--- src/sv/sspi_pkg.sv ---
// Shared types and constants of the sorted slope index range query unit.
// Depends on nothing; every file but sspi_ram imports it.
`default_nettype none
package sspi_pkg;

  localparam int TABLE_DEPTH = 64;
  localparam int AW = $clog2(TABLE_DEPTH);
  localparam int CW = $clog2(TABLE_DEPTH + 1);

  localparam logic [1:0] ST_INSERTED = 2'd0;
  localparam logic [1:0] ST_FULL     = 2'd1;
  localparam logic [1:0] ST_MATCH    = 2'd2;
  localparam logic [1:0] ST_NO_MATCH = 2'd3;

  localparam logic OP_INSERT = 1'b0;
  localparam logic OP_QUERY  = 1'b1;

  typedef struct packed {
    logic [15:0]        key;
    logic signed [15:0] sx;
    logic signed [15:0] sy;
    logic [7:0]         pts;
    logic signed [19:0] fz;
    logic signed [19:0] lz;
    logic [31:0]        id;
  } entry_t;

  localparam int EW = $bits(entry_t);

  typedef struct packed {
    logic load;
    logic sq_x;
    logic sq_y;
    logic sq_step;
    logic idx_init;
    logic shift_wr;
    logic new_wr;
    logic emit_full;
    logic dx_sq;
    logic dy_sq;
    logic take;
    logic finish;
  } cmd_t;

  typedef struct packed {
    logic is_query;
    logic full;
    logic sq_last;
    logic idx_neg;
    logic scan_done;
    logic key_ge;
  } sts_t;

endpackage
`default_nettype wire

--- src/sv/sspi_ctrl.sv ---
// Sequencer of the sorted slope index unit: issues datapath commands.
// Depends on sspi_pkg.
`default_nettype none
module sspi_ctrl (
  input  wire logic          clk,
  input  wire logic          rst,
  input  wire logic          start,
  output logic               busy,
  input  wire sspi_pkg::sts_t sts,
  output sspi_pkg::cmd_t     cmd
);
  import sspi_pkg::*;

  typedef enum logic [12:0] {
    S_IDLE  = 13'b0000000000001,
    S_SQX   = 13'b0000000000010,
    S_SQY   = 13'b0000000000100,
    S_SQRT  = 13'b0000000001000,
    S_I_RD  = 13'b0000000010000,
    S_I_CHK = 13'b0000000100000,
    S_I_NEW = 13'b0000001000000,
    S_FULL  = 13'b0000010000000,
    S_Q_RD  = 13'b0000100000000,
    S_Q_DX  = 13'b0001000000000,
    S_Q_DY  = 13'b0010000000000,
    S_Q_TK  = 13'b0100000000000,
    S_Q_FIN = 13'b1000000000000
  } state_t;

  state_t state, state_next;

  always_ff @(posedge clk) begin
    if (rst) begin
      state <= S_IDLE;
    end else begin
      state <= state_next;
    end
  end

  assign busy = (state != S_IDLE);

  always_comb begin
    state_next = state;
    cmd = '0;
    case (state)
      S_IDLE: begin
        if (start) begin
          cmd.load = 1'b1;
          state_next = S_SQX;
        end
      end
      S_SQX: begin
        cmd.sq_x = 1'b1;
        state_next = S_SQY;
      end
      S_SQY: begin
        cmd.sq_y = 1'b1;
        state_next = S_SQRT;
      end
      S_SQRT: begin
        cmd.sq_step = 1'b1;
        if (sts.sq_last) begin
          cmd.idx_init = 1'b1;
          if (sts.is_query) begin
            state_next = S_Q_RD;
          end else if (sts.full) begin
            state_next = S_FULL;
          end else begin
            state_next = S_I_RD;
          end
        end
      end
      S_I_RD: begin
        state_next = sts.idx_neg ? S_I_NEW : S_I_CHK;
      end
      S_I_CHK: begin
        if (sts.key_ge) begin
          cmd.shift_wr = 1'b1;
          state_next = S_I_RD;
        end else begin
          state_next = S_I_NEW;
        end
      end
      S_I_NEW: begin
        cmd.new_wr = 1'b1;
        state_next = S_IDLE;
      end
      S_FULL: begin
        cmd.emit_full = 1'b1;
        state_next = S_IDLE;
      end
      S_Q_RD: begin
        state_next = sts.scan_done ? S_Q_FIN : S_Q_DX;
      end
      S_Q_DX: begin
        cmd.dx_sq = 1'b1;
        state_next = S_Q_DY;
      end
      S_Q_DY: begin
        cmd.dy_sq = 1'b1;
        state_next = S_Q_TK;
      end
      S_Q_TK: begin
        cmd.take = 1'b1;
        state_next = S_Q_RD;
      end
      S_Q_FIN: begin
        cmd.finish = 1'b1;
        state_next = S_IDLE;
      end
      default: begin
        state_next = S_IDLE;
      end
    endcase
  end
endmodule
`default_nettype wire

--- config.mk ---
export PLATFORM = sky130hd
export DESIGN_NAME = sspi_ctrl
export DESIGN_NICKNAME = d
export VERILOG_FILES = /design/src/sv/sspi_pkg.sv /design/src/sv/sspi_ctrl.sv
export SDC_FILE = /design/constraint.sdc
export NUM_CORES = 1
export LEC_CHECK = 0
export BUFFER_PORTS_ARGS = -buffer_cell sky130_fd_sc_hd__buf_2
export CAP_MARGIN = 20
export CORE_UTILIZATION = 45
export DETAILED_ROUTE_END_ITERATION = 6
export PLACE_DENSITY = 0.69
export SETUP_SLACK_MARGIN = 0.2
export SLEW_MARGIN = 10
export SYNTH_ARGS = -nofsm -noshare
export SYNTH_HDL_FRONTEND = slang
export SYNTH_SLANG_ARGS = --single-unit
--- constraint.sdc ---
create_clock -name clk -period 2.9 [get_ports clk]
set_input_delay 0 -clock clk [delete_from_list [all_inputs] [get_ports clk]]
set_output_delay 0 -clock clk [all_outputs]
set_load 0.05 [all_outputs]
==> results.md, run 1 <==
* Status: finished, violations left
* Failing checks: DRC
* PD cells at around 380 nW/µm²
* Maximum vdd drop at 0.2805 mV
* Longest Clk Path Bufs at 2
* Switching Share at 0.3086
* Synth Flop Type: dfxtp_1
* Drt wl/cell at 13.87 µm
* Clk pwr share at 0.314
* Pre-antenna DRT Iters at 6
* Most common cell in the synthesized netlist: dfxtp_1
* Residual DRC at 1
* Fillers at 148
* CP peak stage delay at about 0.57 ns
* Setup violators final at 0
* RSZ-0062 raised after global routing: false
* Vias at 804
* Core ar. at around 1600 µm²
* Internal power at roughly 260 µW
* Fmax at between 400 and 500 MHz
* Post-DRT Antenna Nets at 0
* CTS tree: done
* WS Path Type: reg2reg
* Global-route wire length before repair at between 3000 and 4000 µm
* Final nets at ~130
* Worst hold path class: in2reg
* Post-synthesis sequential area ratio at 0.3317
* Grt ovf at 0
* Top cell type's share of synthesized area at 0.3317
* Total Neg Setup Slack at 0 ns
* Clock transition at path regs at approximately 0.09 ns
* Initial antenna violation count at 0
* Post-synth top cells: 13 x dfxtp_1, 8 x nor2_1, 6 x nand3_1, 6 x nor3_1
* Row count at 14
* Number of buffers and inverters on the critical path at 1
* Net Switching at 116.9 µW
* Crit path from: state[10]$_SDFFE_PP0P_
* Worst EP required at 3.13 ns
* Fraction of layout cells with a size suffix above 1 at 0.3475
* Worst Min Path Start: sts[5]
* Top Registers: state x13
* CP Max Fanout at 8
* Ranking of synthesized cells by area: dfxtp_1 33%, nor3b_1 4.8%, nand3_1 3.8%
* WL final at between 1500 and 2000 µm
* CTS Buf Count at 3
* Postcts setup bufs at 0
* Synth unique cells at 39
* Pin count of the biggest net entering global routing at 10
* Biggest register: state
* DIE WIDTH at ~44 µm
* Max Cap Viol at 0
* Syn_nets at 96
* Asr flop ratio synth at 0
* Setup Skew at roughly 0.0037 ns
* GPL Wtd Cong at roughly 0.84
* Mapped Avg Cell Area at between 9 and 10 µm²
* Slew Viols, Final at 0
* Max reg flops at 13
* Post-synth EDFFs at 0
* Die area at roughly 1900 µm²
* Top cell type by total area after synthesis: dfxtp_1
* CP arrival at ~2.3 ns
* Root Driver: clkbuf_4
* Clock latency on the worst-skew pair at 0.29 ns
* Post-synthesis cell count at between 80 and 90
* RR Startpoint: state[10]$_SDFFE_PP0P_
* Combinational fraction of design power at 0.194
* Worst-margin pin slew at between 0.5 and 0.6 ns
* Tot GR Track Use at 0.2254
* Io pins at 22
* Period minus WS final at 2.025 ns
* Sequential power share at 0.492
* Critical Path Source Type: flip-flop
* #FFs+latches synth at 13
* Via density at about 6.0
* # port buffers at 21
* Synth Cell Area at about 780 µm²
* Slew Limit Headroom at 0.6582
* Leakage Power at approximately 0.41 nW
* Vert. Die Dim at 43.76 µm
* Final Hold Violating Endpoints at 0
* Register-to-register setup slack at between 0.8 and 0.9 ns
* Finished layout cell area at between 900 and 1000 µm²
* Layout area overhead at 26.79%
* H-tree lvl count at 1
* Worst Setup End Kind: flip-flop
* CP cell instances: nor3_2, and2_1, nand2_1, nor4_1, dlygate4sd3_1
* # diodes at 0
* Vias in the first global route at roughly 740
* Slowest-stage cell, CP: dlygate4sd3_1
* Post-route clock period utilization at 0.6983
* Starting density of the core at 0.5032
* Synth warn at 0
* Post-DP Area at 898.4 µm²
* Iter 0 DRT Violations at 20
* Clock sink count at 13
* HPWL Detailed at approximately 1400 µm
* Top delay family on crit path: simple AND/OR/NAND/NOR gates
## per-stage QoR
stage	utilization	hold WS [ns]	worst slack, ns	power [mW]	cells
6_report	0.6380	0.03156	0.8749	0.3789	134
2_1_floorplan	-	0.07161	0.2931	0.2376	87
3_5_place_dp	0.5762	0.1793	1.218	0.2573	123
5_1_grt	0.6380	0.04746	0.7192	0.3922	134
3_3_place_gp	0.5762	0.1748	1.251	0.2572	123
4_1_cts	0.6380	0.03370	0.8999	0.3768	134
## worst reg2reg max path: cells and delay by family, from the launching register on
kind,cells,cell delay [ns]
buf+inv,1,0.57
flops,1,0.38
simple gates,4,1.02
## power groups by stage
stage | registers (mW) | logic (mW) | clock network (mW)
6_report | 0.186 | 0.0735 | 0.119
2_1_floorplan | 0.189 | 0.0484 | 0
4_1_cts | 0.186 | 0.0727 | 0.118
3_5_place_dp | 0.191 | 0.0668 | 0
5_1_grt | 0.187 | 0.0793 | 0.126
3_3_place_gp | 0.190 | 0.0667 | 0
## kinds of logic (layout without fill, tap and decap cells)
group           Yosys count  after routing  synth area share
simple gates             56             56            0.4992
xor+xnor                  2              2           0.02233
buf+inv                   4             35           0.03030
flops                    13             13            0.3317
compound gates           12             12            0.1164
## layer usage
metal,global-route usage,share of wire
met4,0.07500,0.013
met2,0.3493,0.44
met3,0.03750,0.063
met1,0.3170,0.48
met5,0,0
## area by class of cell
class | instances | area (µm²) | area share
sequential | 13 | 260.3 | 0.2616
clock buffer | 4 | 26.28 | 0.02642
inverter | 3 | 12.51 | 0.01258
multi-input combinational | 70 | 500.5 | 0.5031
tap | 16 | 20.02 | 0.02013
timing repair buffer | 28 | 175.2 | 0.1761
## final timing paths
kind | endpoint | cells after the start
min reg2reg | state[10]$_SDFFE_PP0P_ | 2
min | state[7]$_SDFFE_PP0P_ | 2
max | state[9]$_SDFFE_PP0P_ | 5
max reg2reg | state[9]$_SDFFE_PP0P_ | 5
## timing repair
action / CTS / global route
setup endpoints to repair: 0 / 0
resized for setup: 0 / 0
hold endpoints to repair: 6 / 0
hold buffers: 7 / 0
## cells in the final DEF, fill, tap and decap left out, types with 2 or more instances in the layout
master          n
buf_2          21
dfxtp_1        13
nor2_1          8
dlygate4sd3_1   7
nor3_1          6
nand3_1         6
nor3b_1         5
nand2_1         5
nor3_2          3
nor2b_1         3
clkbuf_4        3
nor3b_2         2
nand4_1         2
nor4b_1         2
inv_1           2
nor4_1          2
o21ba_2         2
o21ai_0         2
No activity file was read; power rests on OpenSTA's default activity.
==> run 2, diff against run 1 <==
==> constraint.sdc (replaced) <==
create_clock -name clk -period 2 [get_ports clk]
set_input_delay 0 -clock clk [delete_from_list [all_inputs] [get_ports clk]]
set_output_delay 0 -clock clk [all_outputs]
set_load 0.05 [all_outputs]
==> results.md, run 2 (same netlist as run 1, synthesis figures left out) <==
* Status: finished, violations left
* Failing checks: DRC
* DIE WIDTH at 43.76 µm (unchanged)
* Slew Viols, Final at 0 (unchanged)
* Sequential power share at 0.493 (about the same)
* Tot Pwr at 552.2 µW (+46%)
* WL final at 2059 µm (+11%)
* Max reg flops at 13 (unchanged)
* Dpl cells at 123 (unchanged)
* Starting density of the core at 0.5032 (unchanged)
* Switching Share at 0.3058 (-0.002813)
* HPWL Detailed at 1427 µm (+3.6%)
* Slew Limit Headroom at 0.7559 (+0.09773)
* Top delay family on crit path: simple AND/OR/NAND/NOR gates
* Post-DP Area at 933.4 µm² (+3.9%)
* GPL Wtd Cong at 0.8070 (-3.8%)
* Commonest non-fill, non-tap cells in the layout: 13 x buf_4, 12 x buf_2, 10 x dfxtp_1
* Fmax at between 500 and 600 MHz
* Clock sink count at 13 (unchanged)
* Finished layout cell area at 1109 µm² (+11%)
* CTS Buf Count at 3 (unchanged)
* Tot GR Track Use at 0.2231 (-0.002298)
* CP peak stage delay at 0.42 ns (-0.15 ns)
* Worst-margin pin slew at 0.3634 ns (-0.1427 ns)
* Layout area overhead at 41.31%
* WS Path Type: reg2out
* Die area at 1915 µm² (unchanged)
* Clock transition at path regs at 0.08 ns (about the same)
* Combinational fraction of design power at 0.210 (+0.016)
* Residual DRC at 2 (+1)
* Met2 Routed Length at 988 µm (+20%)
* CP arrival at 1.76 ns (-0.50 ns)
* Pre-antenna DRT Iters at 7 (+1)
* Fraction of layout cells with a size suffix above 1 at 0.4836 (+0.1361)
* Iter 0 DRT Violations at 20 (unchanged)
* Critical Path Source Type: flip-flop
* Setup violators final at 0 (unchanged)
* WHS at 0.02784 ns (-0.003726 ns)
* Internal power at 383.4 µW (+46%)
* Via density at 5.696 (-5.1%)
* Initial antenna violation count at 0 (unchanged)
* Core ar. at 1559 µm² (unchanged)
* CP cell instances: nor4_4, nand4_1, nor2_4, buf_2
* # port buffers at 21 (unchanged)
* CTS tree: done
* Pin count of the biggest net entering global routing at 9 (-1)
* Post-route clock period utilization at 0.8804
* Commonest non-fill, non-tap cell in the layout: buf_4
* H-tree lvl count at 1 (unchanged)
* Final Hold Violating Endpoints at 0 (unchanged)
* Leakage Power at 0.4392 nW (+7.0%)
* Setup Skew at 0.004016 ns (+0.0003233 ns)
* Biggest register: state
* Met3 Wirelength at 87 µm (-26%)
* PD cells at 498.1 nW/µm² (+31%)
* Drt wl/cell at 14.92 µm (+7.6%)
* Worst Setup End Kind: primary output
* Clk pwr share at 0.297 (-0.017)
* Vert. Die Dim at 43.76 µm (unchanged)
* Fin cells at 138 (+3.0%)
* Max Cap Viol at 0 (unchanged)
* Global-route wire length before repair at 3105 µm (-3.8%)
* Longest Clk Path Bufs at 2 (unchanged)
* Number of buffers and inverters on the critical path at 1 (unchanged)
* Worst hold path class: in2reg
* Top Metal Used: met4
* Vias at 786 (-2.2%)
* # diodes at 0 (unchanged)
* Finished Core Util at 0.7111 (+0.07303)
* Top Registers: state x13
* Root Driver: clkbuf_4
* RSZ-0062 raised after global routing: true
* Worst EP required at 2.00 ns (-1.13 ns)
* Post-DRT Antenna Nets at 0 (unchanged)
* Period minus WS final at about 1.8 ns
* Row count at 14 (unchanged)
* Final nets at 132 (+3.1%)
* CP Max Fanout at 6 (-2)
* Grt ovf at 0 (unchanged)
* Fillers at 127 (-14%)
* Clock latency on the worst-skew pair at 0.28 ns (about the same)
* Maximum vdd drop at 0.3771 mV (+34%)
* Vias in the first global route at 714 (-2.9%)
* Io pins at 22 (unchanged)
* Slowest-stage cell, CP: nor4_4
* Net Switching at 168.8 µW (+44%)
* Met1 Wirelength at 936 µm (+5.2%)
## run 2: changes by cell type in the layout (fill, tap and decap cells not counted), sizes merged
cell / delta
buf: +5
dlygate4sd3: -4
clkbuf: +3
## run 2: worst reg2reg max path, delay by kind of cell, from the launching register on
kind	cells	cell delay, ns
compound gates	3	0.53
simple gates	1	0.42
flops	1	0.40
buf+inv	1	0.19
## run 2: power by group through the flow
stage	clock, mW	sequential, mW	combinational [mW]
3_5_place_dp	0	0.277	0.103
4_1_cts	0.168	0.272	0.111
5_1_grt	0.184	0.273	0.124
2_1_floorplan	0	0.275	0.0763
6_report	0.164	0.272	0.116
3_3_place_gp	0	0.277	0.103
## run 2: repair_timing
action	CTS	global route
buffers inserted	4	4
endpoints found under the hold margin	5	0
gates resized for setup	7	11
hold buffers	3	0
endpoints found under the setup margin	8	10
pin swaps	2	4
## run 2: cell type report
class | instances | area [µm²] | area share
Tap cell | 16 | 20.02 | 0.01806
Timing Repair Buffer | 32 | 221.5 | 0.1998
Clock buffer | 4 | 26.28 | 0.02370
Sequential cell | 13 | 264.0 | 0.2381
Multi-Input combinational cell | 70 | 564.3 | 0.5090
Inverter | 3 | 12.51 | 0.01129
## run 2: stage by stage
step | TNS, ns | setup slack, ns
2_1_floorplan | -0.2968 | -0.1566
3_3_place_gp | 0 | 0.3661
3_5_place_dp | 0 | 0.3388
4_1_cts | 0 | 0.1918
5_1_grt | 0 | 0.1680
6_report | 0 | 0.2392
## run 2: layer usage
layer / vias to the layer above / GRT usage
li1: 397 / -
met1: 361 / 0.2827
met2: 24 / 0.3642
met3: 4 / 0.06250
met4: 0 / 0.07500
met5: - / 0
## run 2: final timing paths
check        depth (start not counted)                   start                    end  slack (ns)
min reg2reg                          2   state[4]$_SDFFE_PP0P_  state[5]$_SDFFE_PP0P_        0.59
max reg2reg                          5  state[12]$_SDFFE_PP0P_  state[4]$_SDFFE_PP0P_        0.36
min                                  2                  sts[4]  state[7]$_SDFFE_PP0P_        0.03
max                                  4  state[12]$_SDFFE_PP0P_                cmd[11]        0.24
==> run 3, diff against run 2 <==
--- a/config.mk
+++ b/config.mk
@@ -6,10 +6,10 @@
 export NUM_CORES = 1
 export LEC_CHECK = 0
 export BUFFER_PORTS_ARGS = -buffer_cell sky130_fd_sc_hd__buf_2
-export CAP_MARGIN = 20
-export CORE_UTILIZATION = 45
+export CAP_MARGIN = 30
+export CORE_UTILIZATION = 38
 export DETAILED_ROUTE_END_ITERATION = 6
-export PLACE_DENSITY = 0.69
+export PLACE_DENSITY = 0.6
 export SETUP_SLACK_MARGIN = 0.2
 export SLEW_MARGIN = 10
 export SYNTH_ARGS = -nofsm -noshare
==> results.md, run 3 (same netlist as run 1, synthesis figures left out) <==
* Fraction of layout cells with a size suffix above 1 at 0.5520 (+0.06839)
* Max reg flops at 13 (unchanged)
* CP arrival at 1.75 ns (about the same)
* Post-DP Area at 947.2 µm² (+1.5%)
* Final nets at 135 (+2.3%)
* Finished layout cell area at 1201 µm² (+8.4%)
* Root Driver: clkbuf_4
* H-tree lvl count at 1 (unchanged)
* Drt wl/cell at 12.97 µm (-13%)
* Final Hold Violating Endpoints at 0 (unchanged)
* Clock sink count at 13 (unchanged)
* Critical Path Source Type: flip-flop
* # diodes at 0 (unchanged)
* Setup Skew at 0.001504 ns (-0.002511 ns)
* WS Path Type: reg2out
* Grt ovf at 0 (unchanged)
* Commonest non-fill, non-tap cells in the layout: 13 x buf_4, 12 x buf_2, 6 x nor3_1, 6 x buf_6, 6 x dfxtp_1
* GPL Wtd Cong at 0.8185 (+1.4%)
* Period minus WS final at 1.745 ns (-0.01539 ns)
* Worst reg2reg path depth at 5 (unchanged)
* Starting density of the core at 0.4040 (-0.09922)
* Hold path depth at 2 (unchanged)
* Commonest non-fill, non-tap cell in the layout: buf_4
* Global-route wire length before repair at 2877 µm (-7.3%)
* Worst EP required at 2.00 ns (about the same)
* Iter 0 DRT Violations at 14 (-30%)
* DIE WIDTH at 47.44 µm (+8.4%)
* Row count at 16 (+2)
* Slew Viols, Final at 0 (unchanged)
* Worst hold path class: in2reg
* Tot GR Track Use at 0.1839 (-0.03921)
* Fillers at 183 (+44%)
* Pin count of the biggest net entering global routing at 9 (unchanged)
* Fmax at 572.9 MHz (+0.88%)
* RSZ-0062 raised after global routing: true
* Maximum vdd drop at 0.4263 mV (+13%)
* Die area at 2250 µm² (+18%)
* CP Max Fanout at 7 (+1)
* Core ar. at 1942 µm² (+25%)
* HPWL Detailed at 1424 µm (-0.20%)
* CTS tree: done
* Leakage Power at 0.4659 nW (+6.1%)
* Longest Clk Path Bufs at 2 (unchanged)
* Via density at 5.250 (-7.8%)
* Vias at 798 (+1.5%)
* Pre-antenna DRT Iters at 4 (-3)
* Status: finished, final reports clean
* Residual DRC at 0 (-2)
* PD cells at 478.6 nW/µm² (-3.9%)
* WHS at 0.02247 ns (-0.005367 ns)
* Max Cap Viol at 0 (unchanged)
* Layout area overhead at 53.11%
* Initial antenna violation count at 0 (unchanged)
* Io pins at 22 (unchanged)
* Post-DRT Antenna Nets at 0 (unchanged)
* Post-route clock period utilization at 0.8727 (-0.007695)
* # port buffers at 21 (unchanged)
* Biggest register: state
* Setup violators final at 0 (unchanged)
* Vert. Die Dim at 47.44 µm (+8.4%)
* Clock latency on the worst-skew pair at 0.27 ns (about the same)
* Worst-margin pin slew at 0.4635 ns (+0.1001 ns)
* Clock transition at path regs at 0.08 ns (about the same)
* CTS Buf Count at 3 (unchanged)
* Slew Limit Headroom at 0.6869 (-0.06900)
* Worst Setup End Kind: primary output
* WL final at 1971 µm (-4.3%)
* Vias in the first global route at 653 (-8.5%)
* Top Registers: state x13
-- run 3: stage by stage --
stage	setup TNS [ns]	power, mW	util	worst slack, ns	cells
CTS	0	0.5549	0.5374	0.2044	143
global route	0	0.6083	0.6186	0.1533	152
detailed placement	0	0.3815	0.4878	0.3512	134
floorplan	-0.2968	0.3508	-	-0.1566	87
global placement	0	0.3801	0.4878	0.3653	134
finish	0	0.5749	0.6186	0.2546	152
-- run 3: critical path, cell delays in order, from the launching register on --
cell	delay (ns)
dfxtp_1	0.37
nor4_4	0.29
buf_6	0.17
buf_4	0.12
nand3_1	0.11
nor2_2	0.14
buf_2	0.28
-- run 3: per-layer routing --
| metal | up-vias | track usage | routed length (µm) |
|---|---|---|---|
| met3 | 2 | 0.04528 | 87 |
| met2 | 21 | 0.3041 | 946 |
| met4 | 0 | 0.05143 | 13 |
| met1 | 369 | 0.2379 | 924 |
| li1 | 406 | - | - |
| met5 | - | 0 | 0 |
-- run 3: layout make-up --
| class | count | area, µm² | area share |
|---|---|---|---|
| timing repair buffer | 35 | 262.8 | 0.2188 |
| inverter | 3 | 12.51 | 0.01042 |
| multi-input combinational | 70 | 591.8 | 0.4927 |
| tap | 27 | 33.78 | 0.02813 |
| clock buffer | 4 | 26.28 | 0.02188 |
| sequential | 13 | 274.0 | 0.2281 |
-- run 3: final timing paths --
kind	from	to	slack, ns
max	state[7]$_SDFFE_PP0P_	cmd[3]	0.25
min	sts[4]	state[7]$_SDFFE_PP0P_	0.02
max reg2reg	state[4]$_SDFFE_PP0P_	state[4]$_SDFFE_PP0P_	0.42
min reg2reg	state[4]$_SDFFE_PP0P_	state[5]$_SDFFE_PP0P_	0.60
-- run 3: power breakdown --
| part | leakage, nW | total [mW] | switching, mW | internal (mW) |
|---|---|---|---|---|
| Clock | 0.0150 | 0.167 | 0.0902 | 0.0773 |
| Sequential | 0.109 | 0.270 | 0.00917 | 0.260 |
| Combinational | 0.342 | 0.138 | 0.0802 | 0.0575 |
| Total | 0.466 | 0.575 | 0.180 | 0.395 |
-- run 3: timing repair --
item / 4_1_cts / 5_1_grt
endpoints found under the setup margin: 8 / 9
pin swaps: 2 / 11
endpoints found under the hold margin: 5 / 0
gates cloned: 0 / 0
buffers inserted: 2 / 9
resized for setup: 7 / 30
hold buffers: 3 / 0
